## src/sv/cfr_pkg.sv

```systemverilog
// Shared constants, types and register codes of the cubic fractional resampler.
`timescale 1ns / 1ps
`default_nettype none

package cfr_pkg;

	// Fixed-point layout of the read position and the step.
	localparam int FRAC_BITS   = 20;
	localparam int SAMPLE_BITS = 16;
	localparam int STEP_BITS   = 24;
	localparam int POS_BITS    = 26;
	localparam int F16_BITS    = 16;

	// One input sample expressed in read-position units.
	localparam logic signed [POS_BITS-1:0] POS_ONE =
		{{(POS_BITS-FRAC_BITS-1){1'b0}}, 1'b1, {FRAC_BITS{1'b0}}};

	// Smallest step honoured: one sixteenth of an input sample.
	localparam logic [STEP_BITS-1:0] MIN_STEP =
		{{(STEP_BITS-FRAC_BITS+3){1'b0}}, 1'b1, {(FRAC_BITS-4){1'b0}}};
	localparam logic [STEP_BITS-1:0] STEP_RESET = 24'd2097152;

	// Output range and the offsets used by the final scaling.
	localparam int OUT_BITS = 20;
	localparam logic signed [26:0] OUT_MAX = 27'sd524287;
	localparam logic signed [26:0] OUT_MIN = -27'sd524288;
	localparam logic signed [26:0] DIV_BIAS = 27'sd8388608;
	localparam logic signed [26:0] WORD_MID = 27'sd32768;
	localparam logic [25:0] DIV_OFFSET = 26'd25165824;
	localparam logic [31:0] RECIP_3 = 32'h55555556;

	// Job queue between the position walker and the arithmetic pipeline.
	localparam int QPTR_BITS   = 2;
	localparam int QUEUE_DEPTH = 1 << QPTR_BITS;

	// Configuration register indexes.
	typedef enum logic [0:0] {
		REG_INPUT_FORMAT = 1'b0,
		REG_STEP_SIZE    = 1'b1
	} reg_index_t;

	// One output position to be evaluated, with its four-sample window.
	typedef struct packed {
		logic [SAMPLE_BITS-1:0] b3;
		logic [SAMPLE_BITS-1:0] b2;
		logic [SAMPLE_BITS-1:0] b1;
		logic [SAMPLE_BITS-1:0] b0;
		logic [F16_BITS-1:0]    frac;
		logic [7:0]             drop;
		logic                   last;
	} job_t;

endpackage

`default_nettype wire

```

## src/sv/cfr_queue.sv

```systemverilog
// Small first-in first-out queue of interpolation jobs.
`timescale 1ns / 1ps
`default_nettype none

module cfr_queue (
	input  wire logic          clk,
	input  wire logic          arst_n,
	input  wire logic          push,
	input  wire cfr_pkg::job_t push_job,
	output logic               full,
	input  wire logic          pop,
	output cfr_pkg::job_t      pop_job,
	output logic               empty
);

	cfr_pkg::job_t                 mem_q [cfr_pkg::QUEUE_DEPTH];
	logic [cfr_pkg::QPTR_BITS-1:0] wr_ptr_q;
	logic [cfr_pkg::QPTR_BITS-1:0] rd_ptr_q;
	logic [cfr_pkg::QPTR_BITS:0]   count_q;
	logic                          do_push;
	logic                          do_pop;

	assign full    = (count_q == (cfr_pkg::QPTR_BITS+1)'(cfr_pkg::QUEUE_DEPTH));
	assign empty   = (count_q == '0);
	assign do_push = push && !full;
	assign do_pop  = pop && !empty;
	assign pop_job = mem_q[rd_ptr_q];

	// Pointers and fill level.
	always_ff @(posedge clk or negedge arst_n) begin
		if (!arst_n) begin
			wr_ptr_q <= '0;
			rd_ptr_q <= '0;
			count_q  <= '0;
		end else begin
			if (do_push) begin
				wr_ptr_q <= wr_ptr_q + 1'b1;
			end
			if (do_pop) begin
				rd_ptr_q <= rd_ptr_q + 1'b1;
			end
			if (do_push && !do_pop) begin
				count_q <= count_q + 1'b1;
			end else if (do_pop && !do_push) begin
				count_q <= count_q - 1'b1;
			end
		end
	end

	// Storage.
	always_ff @(posedge clk) begin
		if (do_push) begin
			mem_q[wr_ptr_q] <= push_job;
		end
	end

endmodule

`default_nettype wire

```

## src/sv/cfr_front.sv

```systemverilog
// Input side: sample history, read position and the walk over output positions.
`timescale 1ns / 1ps
`default_nettype none

module cfr_front (
	input  wire logic                              clk,
	input  wire logic                              arst_n,
	input  wire logic [cfr_pkg::STEP_BITS-1:0]     step_size,
	input  wire logic                              in_valid,
	output logic                                   in_stall,
	input  wire logic signed [cfr_pkg::SAMPLE_BITS-1:0] sample_in,
	input  wire logic [7:0]                        dropout_in,
	input  wire logic                              q_full,
	output logic                                   q_push,
	output cfr_pkg::job_t                          q_job
);

	logic [cfr_pkg::SAMPLE_BITS-1:0]    hist_q [3];
	logic signed [cfr_pkg::POS_BITS-1:0] rp_q;
	logic                               busy_q;
	logic [cfr_pkg::SAMPLE_BITS-1:0]    win_q [4];
	logic [7:0]                         drop_q;
	logic [cfr_pkg::FRAC_BITS-1:0]      pos_q;

	logic [cfr_pkg::STEP_BITS-1:0]      step_eff;
	logic [cfr_pkg::STEP_BITS:0]        next_pos;
	logic                               walk_last;
	logic                               emit;
	logic                               accept;
	logic signed [cfr_pkg::POS_BITS-1:0] rp_eff;
	logic signed [cfr_pkg::POS_BITS:0]   first_sum;
	logic                               hits;
	logic [cfr_pkg::FRAC_BITS-1:0]      first_pos;

	// Steps below one sixteenth are raised to it.
	assign step_eff = (step_size < cfr_pkg::MIN_STEP) ? cfr_pkg::MIN_STEP : step_size;

	// Next position of the walk; it ends once the position reaches the next sample.
	assign next_pos  = {{(cfr_pkg::STEP_BITS-cfr_pkg::FRAC_BITS+1){1'b0}}, pos_q}
		+ {1'b0, step_eff};
	assign walk_last = (next_pos[cfr_pkg::STEP_BITS:cfr_pkg::FRAC_BITS] != '0);
	assign emit      = busy_q && !q_full;

	// A new sample is taken once the walk of the previous one finishes.
	assign in_stall = busy_q && !(emit && walk_last);
	assign accept   = in_valid && !in_stall;

	// Position relative to the incoming sample; during a walk it is the last emitted one.
	assign rp_eff = busy_q ?
		$signed({{(cfr_pkg::POS_BITS-cfr_pkg::FRAC_BITS){1'b1}}, pos_q}) : rp_q;

	// First candidate position, pulled forward to the newest sample when stale.
	// A stale position always gives its first output on the newest sample itself.
	assign first_sum = {rp_eff[cfr_pkg::POS_BITS-1], rp_eff}
		+ $signed({3'b000, step_eff});
	assign hits      = first_sum[cfr_pkg::POS_BITS]
		|| (first_sum[cfr_pkg::POS_BITS:cfr_pkg::FRAC_BITS] == '0);
	assign first_pos = first_sum[cfr_pkg::POS_BITS] ? '0
		: first_sum[cfr_pkg::FRAC_BITS-1:0];

	// Control state: walk flag, stored position and sample history.
	always_ff @(posedge clk or negedge arst_n) begin
		if (!arst_n) begin
			busy_q    <= 1'b0;
			rp_q      <= '0;
			hist_q[0] <= '0;
			hist_q[1] <= '0;
			hist_q[2] <= '0;
		end else begin
			if (accept) begin
				hist_q[0] <= sample_in;
				hist_q[1] <= hist_q[0];
				hist_q[2] <= hist_q[1];
				if (hits) begin
					busy_q <= 1'b1;
				end else begin
					busy_q <= 1'b0;
					rp_q   <= rp_eff - cfr_pkg::POS_ONE;
				end
			end else if (emit && walk_last) begin
				busy_q <= 1'b0;
				rp_q   <= rp_eff;
			end
		end
	end

	// Window, dropout byte and the walking position.
	always_ff @(posedge clk) begin
		if (accept) begin
			win_q[3] <= sample_in;
			win_q[2] <= hist_q[0];
			win_q[1] <= hist_q[1];
			win_q[0] <= hist_q[2];
			drop_q   <= dropout_in;
			if (hits) begin
				pos_q <= first_pos;
			end
		end else if (emit && !walk_last) begin
			pos_q <= next_pos[cfr_pkg::FRAC_BITS-1:0];
		end
	end

	// One job per emitted position.
	assign q_push     = emit;
	assign q_job.b3   = win_q[3];
	assign q_job.b2   = win_q[2];
	assign q_job.b1   = win_q[1];
	assign q_job.b0   = win_q[0];
	assign q_job.frac = pos_q[cfr_pkg::FRAC_BITS-1:cfr_pkg::FRAC_BITS-cfr_pkg::F16_BITS];
	assign q_job.drop = drop_q;
	assign q_job.last = walk_last;

endmodule

`default_nettype wire

```

## src/sv/cfr_back.sv

```systemverilog
// Arithmetic side: cubic evaluation, scaling and saturation in a five-stage pipeline.
`timescale 1ns / 1ps
`default_nettype none

module cfr_back (
	input  wire logic                  clk,
	input  wire logic                  arst_n,
	input  wire logic                  sample_fmt,
	input  wire logic                  q_empty,
	input  wire cfr_pkg::job_t         q_job,
	output logic                       q_pop,
	output logic                       out_valid,
	input  wire logic                  out_stall,
	output logic signed [cfr_pkg::OUT_BITS-1:0] out_sample,
	output logic [7:0]                 out_dropout,
	output logic                       out_last
);

	// Stage valid flags.
	logic v_s1, v_s2, v_s3, v_s4, v_s5;
	logic advance;

	// Stage payloads.
	logic signed [19:0] c1_s1, c2_s1, c3_s1, c1_s2;
	logic signed [16:0] b1_s1, b1_s2, b1_s3;
	logic [15:0]        frac_s1, frac_s2, frac_s3;
	logic [7:0]         drop_s1, drop_s2, drop_s3, drop_s4, drop_s5;
	logic               last_s1, last_s2, last_s3, last_s4, last_s5;
	logic signed [20:0] s_s2;
	logic signed [21:0] r_s3;
	logic signed [23:0] x_s4;
	logic signed [cfr_pkg::OUT_BITS-1:0] y_s5;

	// Stage one: sample values and Newton coefficients.
	logic signed [16:0] v0, v1, v2, v3;
	logic signed [19:0] e0, e1, e2, e3;
	logic signed [19:0] c1, c2, c3;

	// Raw bits are read as unsigned bytes or as signed words.
	function automatic logic signed [16:0] sample_value(input logic fmt,
			input logic [cfr_pkg::SAMPLE_BITS-1:0] raw);
		if (fmt) begin
			return {raw[cfr_pkg::SAMPLE_BITS-1], raw};
		end
		return {9'b0, raw[7:0]};
	endfunction

	assign v0 = sample_value(sample_fmt, q_job.b0);
	assign v1 = sample_value(sample_fmt, q_job.b1);
	assign v2 = sample_value(sample_fmt, q_job.b2);
	assign v3 = sample_value(sample_fmt, q_job.b3);
	assign e0 = {{3{v0[16]}}, v0};
	assign e1 = {{3{v1[16]}}, v1};
	assign e2 = {{3{v2[16]}}, v2};
	assign e3 = {{3{v3[16]}}, v3};

	assign c1 = (e2 <<< 2) + (e2 <<< 1) - (e0 <<< 1) - (e1 <<< 1) - e1 - e3;
	assign c2 = e0 + (e0 <<< 1) - (e1 <<< 2) - (e1 <<< 1) + e2 + (e2 <<< 1);
	assign c3 = e1 + (e1 <<< 1) - e0 - e2 - (e2 <<< 1) + e3;

	// Stage two: s = floor((c2 * 2^16 + c3 * F) / 2^16).
	logic signed [36:0] p1;
	logic signed [37:0] t1;
	assign p1 = c3_s1 * $signed({1'b0, frac_s1});
	assign t1 = {{2{c2_s1[19]}}, c2_s1, 16'b0} + {p1[36], p1};

	// Stage three: r = floor((c1 * 2^16 + s * F) / 2^16).
	logic signed [37:0] p2;
	logic signed [38:0] t2;
	assign p2 = s_s2 * $signed({1'b0, frac_s2});
	assign t2 = {{3{c1_s2[19]}}, c1_s2, 16'b0} + {p2[37], p2};

	// Stage four: w = 6 * b1 * 2^16 + r * F, then the rounding shift of the format.
	logic signed [38:0] p3;
	logic signed [19:0] b1e, b6;
	logic signed [39:0] w;
	logic signed [39:0] wr;
	logic signed [23:0] x;
	assign p3  = r_s3 * $signed({1'b0, frac_s3});
	assign b1e = {{3{b1_s3[16]}}, b1_s3};
	assign b6  = (b1e <<< 2) + (b1e <<< 1);
	assign w   = {{4{b6[19]}}, b6, 16'b0} + {p3[38], p3};
	assign wr  = w + (sample_fmt ? 40'sd196608 : 40'sd768);
	assign x   = sample_fmt ? {wr[39], wr[39:17]} : wr[32:9];

	// Stage five: floor division by three through the reciprocal, then saturation.
	logic [25:0]        u;
	logic [57:0]        p4;
	logic [25:0]        q;
	logic signed [26:0] y;
	logic signed [cfr_pkg::OUT_BITS-1:0] y_sat;
	assign u = {{2{x_s4[23]}}, x_s4} + cfr_pkg::DIV_OFFSET;
	assign p4 = u * cfr_pkg::RECIP_3;
	assign q  = p4[57:32];
	assign y  = $signed({1'b0, q}) - cfr_pkg::DIV_BIAS
		+ (sample_fmt ? cfr_pkg::WORD_MID : 27'sd0);

	always_comb begin
		if (y > cfr_pkg::OUT_MAX) begin
			y_sat = cfr_pkg::OUT_MAX[cfr_pkg::OUT_BITS-1:0];
		end else if (y < cfr_pkg::OUT_MIN) begin
			y_sat = cfr_pkg::OUT_MIN[cfr_pkg::OUT_BITS-1:0];
		end else begin
			y_sat = y[cfr_pkg::OUT_BITS-1:0];
		end
	end

	// The whole pipeline moves unless a finished result is held at the output.
	assign advance = !v_s5 || !out_stall;
	assign q_pop   = advance && !q_empty;

	always_ff @(posedge clk or negedge arst_n) begin
		if (!arst_n) begin
			v_s1 <= 1'b0;
			v_s2 <= 1'b0;
			v_s3 <= 1'b0;
			v_s4 <= 1'b0;
			v_s5 <= 1'b0;
		end else if (advance) begin
			v_s1 <= !q_empty;
			v_s2 <= v_s1;
			v_s3 <= v_s2;
			v_s4 <= v_s3;
			v_s5 <= v_s4;
		end
	end

	always_ff @(posedge clk) begin
		if (advance) begin
			c1_s1   <= c1;
			c2_s1   <= c2;
			c3_s1   <= c3;
			b1_s1   <= v1;
			frac_s1 <= q_job.frac;
			drop_s1 <= q_job.drop;
			last_s1 <= q_job.last;

			s_s2    <= t1[36:16];
			c1_s2   <= c1_s1;
			b1_s2   <= b1_s1;
			frac_s2 <= frac_s1;
			drop_s2 <= drop_s1;
			last_s2 <= last_s1;

			r_s3    <= t2[37:16];
			b1_s3   <= b1_s2;
			frac_s3 <= frac_s2;
			drop_s3 <= drop_s2;
			last_s3 <= last_s2;

			x_s4    <= x;
			drop_s4 <= drop_s3;
			last_s4 <= last_s3;

			y_s5    <= y_sat;
			drop_s5 <= drop_s4;
			last_s5 <= last_s4;
		end
	end

	assign out_valid   = v_s5;
	assign out_sample  = y_s5;
	assign out_dropout = drop_s5;
	assign out_last    = last_s5;

endmodule

`default_nettype wire

```

## src/sv/cubic_fractional_resampler.sv

```systemverilog
// Top level of the cubic fractional resampler: configuration registers and the two halves.
// Each accepted sample is held with the three before it; the read position advances by
// step_size (20 fraction bits) per output and every position that lands on the newest
// sample yields one four-point cubic interpolation, scaled for the input format, saturated
// and sent with the sample's dropout byte; out_last marks the final output of a sample.
// The front walks one output position per clock while the job queue has room, so a sample
// that yields at most one output is taken every cycle, and a sample that yields more
// outputs holds the input until its walk is done. A four-entry job queue decouples the walk
// from the five-stage arithmetic pipeline. History and position are cleared by reset; no
// clearing pass is needed. Change the sample format or step_size only while no sample is
// in flight.
`timescale 1ns / 1ps
`default_nettype none

module cubic_fractional_resampler (
	input  wire logic                                   clk,
	input  wire logic                                   arst_n,
	input  wire logic                                   cfg_wr_en,
	input  wire logic                                   cfg_index,
	input  wire logic [cfr_pkg::STEP_BITS-1:0]          cfg_data,
	input  wire logic                                   in_valid,
	output logic                                        in_stall,
	input  wire logic signed [cfr_pkg::SAMPLE_BITS-1:0] sample_in,
	input  wire logic [7:0]                             dropout_in,
	output logic                                        out_valid,
	input  wire logic                                   out_stall,
	output logic signed [cfr_pkg::OUT_BITS-1:0]         out_sample,
	output logic [7:0]                                  out_dropout,
	output logic                                        out_last
);

	logic                          sample_fmt_q;
	logic [cfr_pkg::STEP_BITS-1:0] step_size_q;
	logic                          q_full;
	logic                          q_empty;
	logic                          q_push;
	logic                          q_pop;
	cfr_pkg::job_t                 push_job;
	cfr_pkg::job_t                 pop_job;

	// Configuration registers.
	always_ff @(posedge clk or negedge arst_n) begin
		if (!arst_n) begin
			sample_fmt_q <= 1'b0;
			step_size_q  <= cfr_pkg::STEP_RESET;
		end else if (cfg_wr_en) begin
			case (cfg_index)
				cfr_pkg::REG_INPUT_FORMAT: begin
					sample_fmt_q <= cfg_data[0];
				end
				cfr_pkg::REG_STEP_SIZE: begin
					step_size_q <= cfg_data;
				end
				default: begin
					step_size_q <= step_size_q;
				end
			endcase
		end
	end

	// Sample intake and position walk.
	cfr_front u_front (
		.clk        (clk),
		.arst_n     (arst_n),
		.step_size  (step_size_q),
		.in_valid   (in_valid),
		.in_stall   (in_stall),
		.sample_in  (sample_in),
		.dropout_in (dropout_in),
		.q_full     (q_full),
		.q_push     (q_push),
		.q_job      (push_job)
	);

	// Job queue.
	cfr_queue u_queue (
		.clk      (clk),
		.arst_n   (arst_n),
		.push     (q_push),
		.push_job (push_job),
		.full     (q_full),
		.pop      (q_pop),
		.pop_job  (pop_job),
		.empty    (q_empty)
	);

	// Interpolation pipeline and output register.
	cfr_back u_back (
		.clk          (clk),
		.arst_n       (arst_n),
		.sample_fmt   (sample_fmt_q),
		.q_empty      (q_empty),
		.q_job        (pop_job),
		.q_pop        (q_pop),
		.out_valid    (out_valid),
		.out_stall    (out_stall),
		.out_sample   (out_sample),
		.out_dropout  (out_dropout),
		.out_last     (out_last)
	);

endmodule

`default_nettype wire

```

## config.mk

```make
export PLATFORM = sky130hd
export DESIGN_NAME = cubic_fractional_resampler
export DESIGN_NICKNAME = d
export VERILOG_FILES = /design/src/sv/cfr_pkg.sv /design/src/sv/cfr_queue.sv /design/src/sv/cfr_front.sv /design/src/sv/cfr_back.sv /design/src/sv/cubic_fractional_resampler.sv
export SDC_FILE = /design/constraint.sdc
export NUM_CORES = 2
export LEC_CHECK = 0
export BUFFER_PORTS_ARGS = -buffer_cell sky130_fd_sc_hd__clkbuf_2
export CAP_MARGIN = 20
export CORE_MARGIN = 3
export CORE_UTILIZATION = 65
export CTS_BUF_LIST = sky130_fd_sc_hd__clkbuf_4
export DETAILED_ROUTE_END_ITERATION = 6
export GPL_ROUTABILITY_DRIVEN = 0
export PLACE_DENSITY = 0.82
export SKIP_CTS_REPAIR_TIMING = 1
export SLEW_MARGIN = 0
export SYNTH_ARGS = -nofsm -noshare
export SYNTH_HDL_FRONTEND = slang
export SYNTH_SLANG_ARGS = --single-unit
```

## constraint.sdc

```tcl
create_clock -name clk -period 11.65 [get_ports clk]
set_input_delay 0.5825 -clock clk [delete_from_list [all_inputs] [get_ports clk]]
set_output_delay 0.5825 -clock clk [all_outputs]
set_load 0.05 [all_outputs]
```

==> results.ini <==
[outcome]
status = completed

[timing]
skew_ns = 0.118
setup_tns_ns = 0
rsz0062_at_grt = no
slew_headroom_pct = 24.4
hold_viol = 0
slew_violations = 0
setup_viol = 0
fin_crit_sh_pct = 84.3
fin_ws_ns = 1.83
fin_crit_ns = 9.82
worst_pin_slew_ns = 1.12
fmax_mhz = 102

[yosys]
ys.warnings.count = 0
yosysTopAreaCell = fa_1
netlist_top_cells_area = fa_1, edfxtp_1, ha_1
synth_ff_type = edfxtp_1
syn_inst = 7877
synth.avg_cell_area_sq_um = 11.3
synth.distinct_cells = 90
async_flop_share_pct = 12.9
synth_area_sq_um = 88700
ys_ff_latch = 868
synth_top_area_share_pct = 32.7
mappedNetlistNets = 10100
synth-seq-area-share_pct = 28.7
synth_edf_count = 756

[hold_path]
hold_path_class = in2async

[worst_setup_path]
cpPeakStageDelay_ns = 0.72
worst-setup-path-type = reg2reg
crit_slowest_cell = nand3b_1
required_ns = 12.52
startpoint_type = flip-flop
arrival_ns = 10.69
crit_fanout = 21
worstSetupEndpointType = flip-flop

[job]
max-cap-violations = 0

[clock_network]
clockRootBuffer = clkbuf_4
clock_latency_ns = 1.25
clockBufferDepth = 3
cts.sinks = 868
numCtsBuffers = 210
clk_pin_slew_worst_paths_ns = 0.07
h-tree-depth = 4
tritoncts = done

[floorplanning]
die-width_um = 375
core_area_sq_um = 134000
start_util_pct = 66.0
io_pins = 85
die_y_um = 375
core.rowCount = 134
die-area_sq_um = 141000

[routing]
drt_iter0_markers = 3567
drtPass1Iterations = 6
wl_per_cell_um = 19.2
final_antenna_net_count = 0
drc = 0
wl_mm = 192
vias = 56900
routed_via_density = 5.69

[finish]
syn2layout_area_growth_pct = 6.32
nNetsFinal = 10300
fill_cells = 8980
drive_gt1_share_pct = 8.56
multiInputGateArea_sq_um = 55600
seq_area_sq_um = 25500
fin_util_pct = 70.2

[placement]
port_buffers = 84
place_worst_setup_slack_ns = 1.91
hpwl_mm = 147

[global_routing]
antenna_found_initial = 2
grt_use_total_pct = 28.1
grt_max_degree = 78
grt_pass1_wl_mm = 316
overflow = 0
grt_pass1_vias = 63300

[synth_stat cells, drive strengths merged (40+ instances only)]
master,count
a21o,81
inv,1790
nand3,50
nand2,802
mux2,97
edfxtp,756
clkbuf,212
ha,711
dfrtp,111
nand2b,51
nor2,132
o21ai,154
mux4,66
fa,1448
xnor2,154
xor2,69
a21oi,172
nor2b,40
nor3,49
and2,516
[metrics by stage]
stage          hold slack (ns)  instances  cell area, sq um
2_1_floorplan            0.287       7877             88700
3_5_place_dp             0.405       9540             90900
6_report                0.0307       9990             94300
4_1_cts                 -0.643       9931             93800
5_1_grt                -0.0255       9990             94300
3_3_place_gp             0.401       9539             90900
[critical path: cells and delay by family, from the launching register on]
family | cells | cell delay (ns)
AO/OA/AOI/OAI | 8 | 1.95
adder cells (fa/ha/maj) | 9 | 3.88
multiplexers | 2 | 0.55
AND/OR/NAND/NOR | 5 | 1.57
buffers and inverters | 6 | 0.74
XOR/XNOR | 2 | 0.36
flip-flops | 1 | 0.45
[metal layers]
layer	routed length [um]	global-route usage, %
met1	73000	35.4
met2	98000	48.4
met3	12900	4.78
met4	8260	12.3
met5	0	0
[cell type report]
type	count	share of cell area, %
diodes	5	0.0133
repair buffers	189	1.45
multi-input cells	4979	59.0
clock buffers	321	2.55
well taps	1768	2.34
clock inverters	70	0.501
flip-flops and latches	868	27.0
inverters	1790	7.13
[placed cells by master, fill, tap and decap left out, types with 35 or more instances in the layout]
| cell type | Yosys | layout |
|---|---|---|
| buf_4 | 0 | 51 |
| clkbuf_2 | 0 | 83 |
| clkinv_1 | 0 | 42 |
| and2_1 | 516 | 512 |
| a21o_1 | 81 | 81 |
| mux2_2 | 97 | 97 |
| clkbuf_4 | 0 | 321 |
| nand3_1 | 50 | 50 |
| dfrtp_1 | 111 | 108 |
| a21oi_1 | 171 | 171 |
| ha_1 | 711 | 711 |
| inv_1 | 1790 | 1789 |
| o21ai_0 | 148 | 147 |
| mux4_2 | 66 | 66 |
| xor2_1 | 69 | 69 |
| nor3_1 | 49 | 49 |
| fa_1 | 1448 | 1448 |
| nand2b_1 | 51 | 50 |
| nor2b_1 | 40 | 40 |
| edfxtp_1 | 756 | 756 |
| nor2_1 | 131 | 131 |
| dlygate4sd3_1 | 0 | 54 |
| o21a_1 | 35 | 35 |
| xnor2_1 | 154 | 154 |
| nand2_1 | 802 | 801 |
[registers in the layout (all words and copies together), names as in the netlist, 21 cells and up]
signal and count:
u_front.rp_q 26, u_front.hist_q 48, u_back.x_s4 24, step_size_q 24
u_queue.mem_q 356, u_front.win_q 64, u_back.r_s3 22, u_back.s_s2 21
[logic make-up (layout without fill, tap and decap cells)]
family                   after synthesis  after routing  synth area share (%)
adder cells (fa/ha/maj)             2159           2159                  42.7
buffers and inverters               2030           2370                  8.60
AND/OR/NAND/NOR                     1753           1753                  9.69
flip-flops                           868            868                  28.7
AO/OA/AOI/OAI                        647            647                  4.79
XOR/XNOR                             223            223                  2.20
multiplexers                         197            197                  3.29
other                                  0              5                     0
[path summary, 6_finish.rpt]
check	endpoint	from	slack (ns)	cells after the start
setup reg to reg	u_back.out_sample[9]	u_back.x_s4[13]	1.83	32
hold / removal	step_size_q[19]	arst_n	0.03	2
setup / recovery	u_back.out_sample[9]	u_back.x_s4[13]	1.83	32
min in group clk	u_front.drop_q[1]	dropout_in[1]	0.10	2
hold reg to reg	u_back.last_s4	u_back.last_s3	0.39	0
max in group asynchronous	u_front.hist_q[32]	arst_n	10.30	3
Power is not shown: default switching activity piles up to over one toggle a cycle in this logic, so the estimate is an artifact.
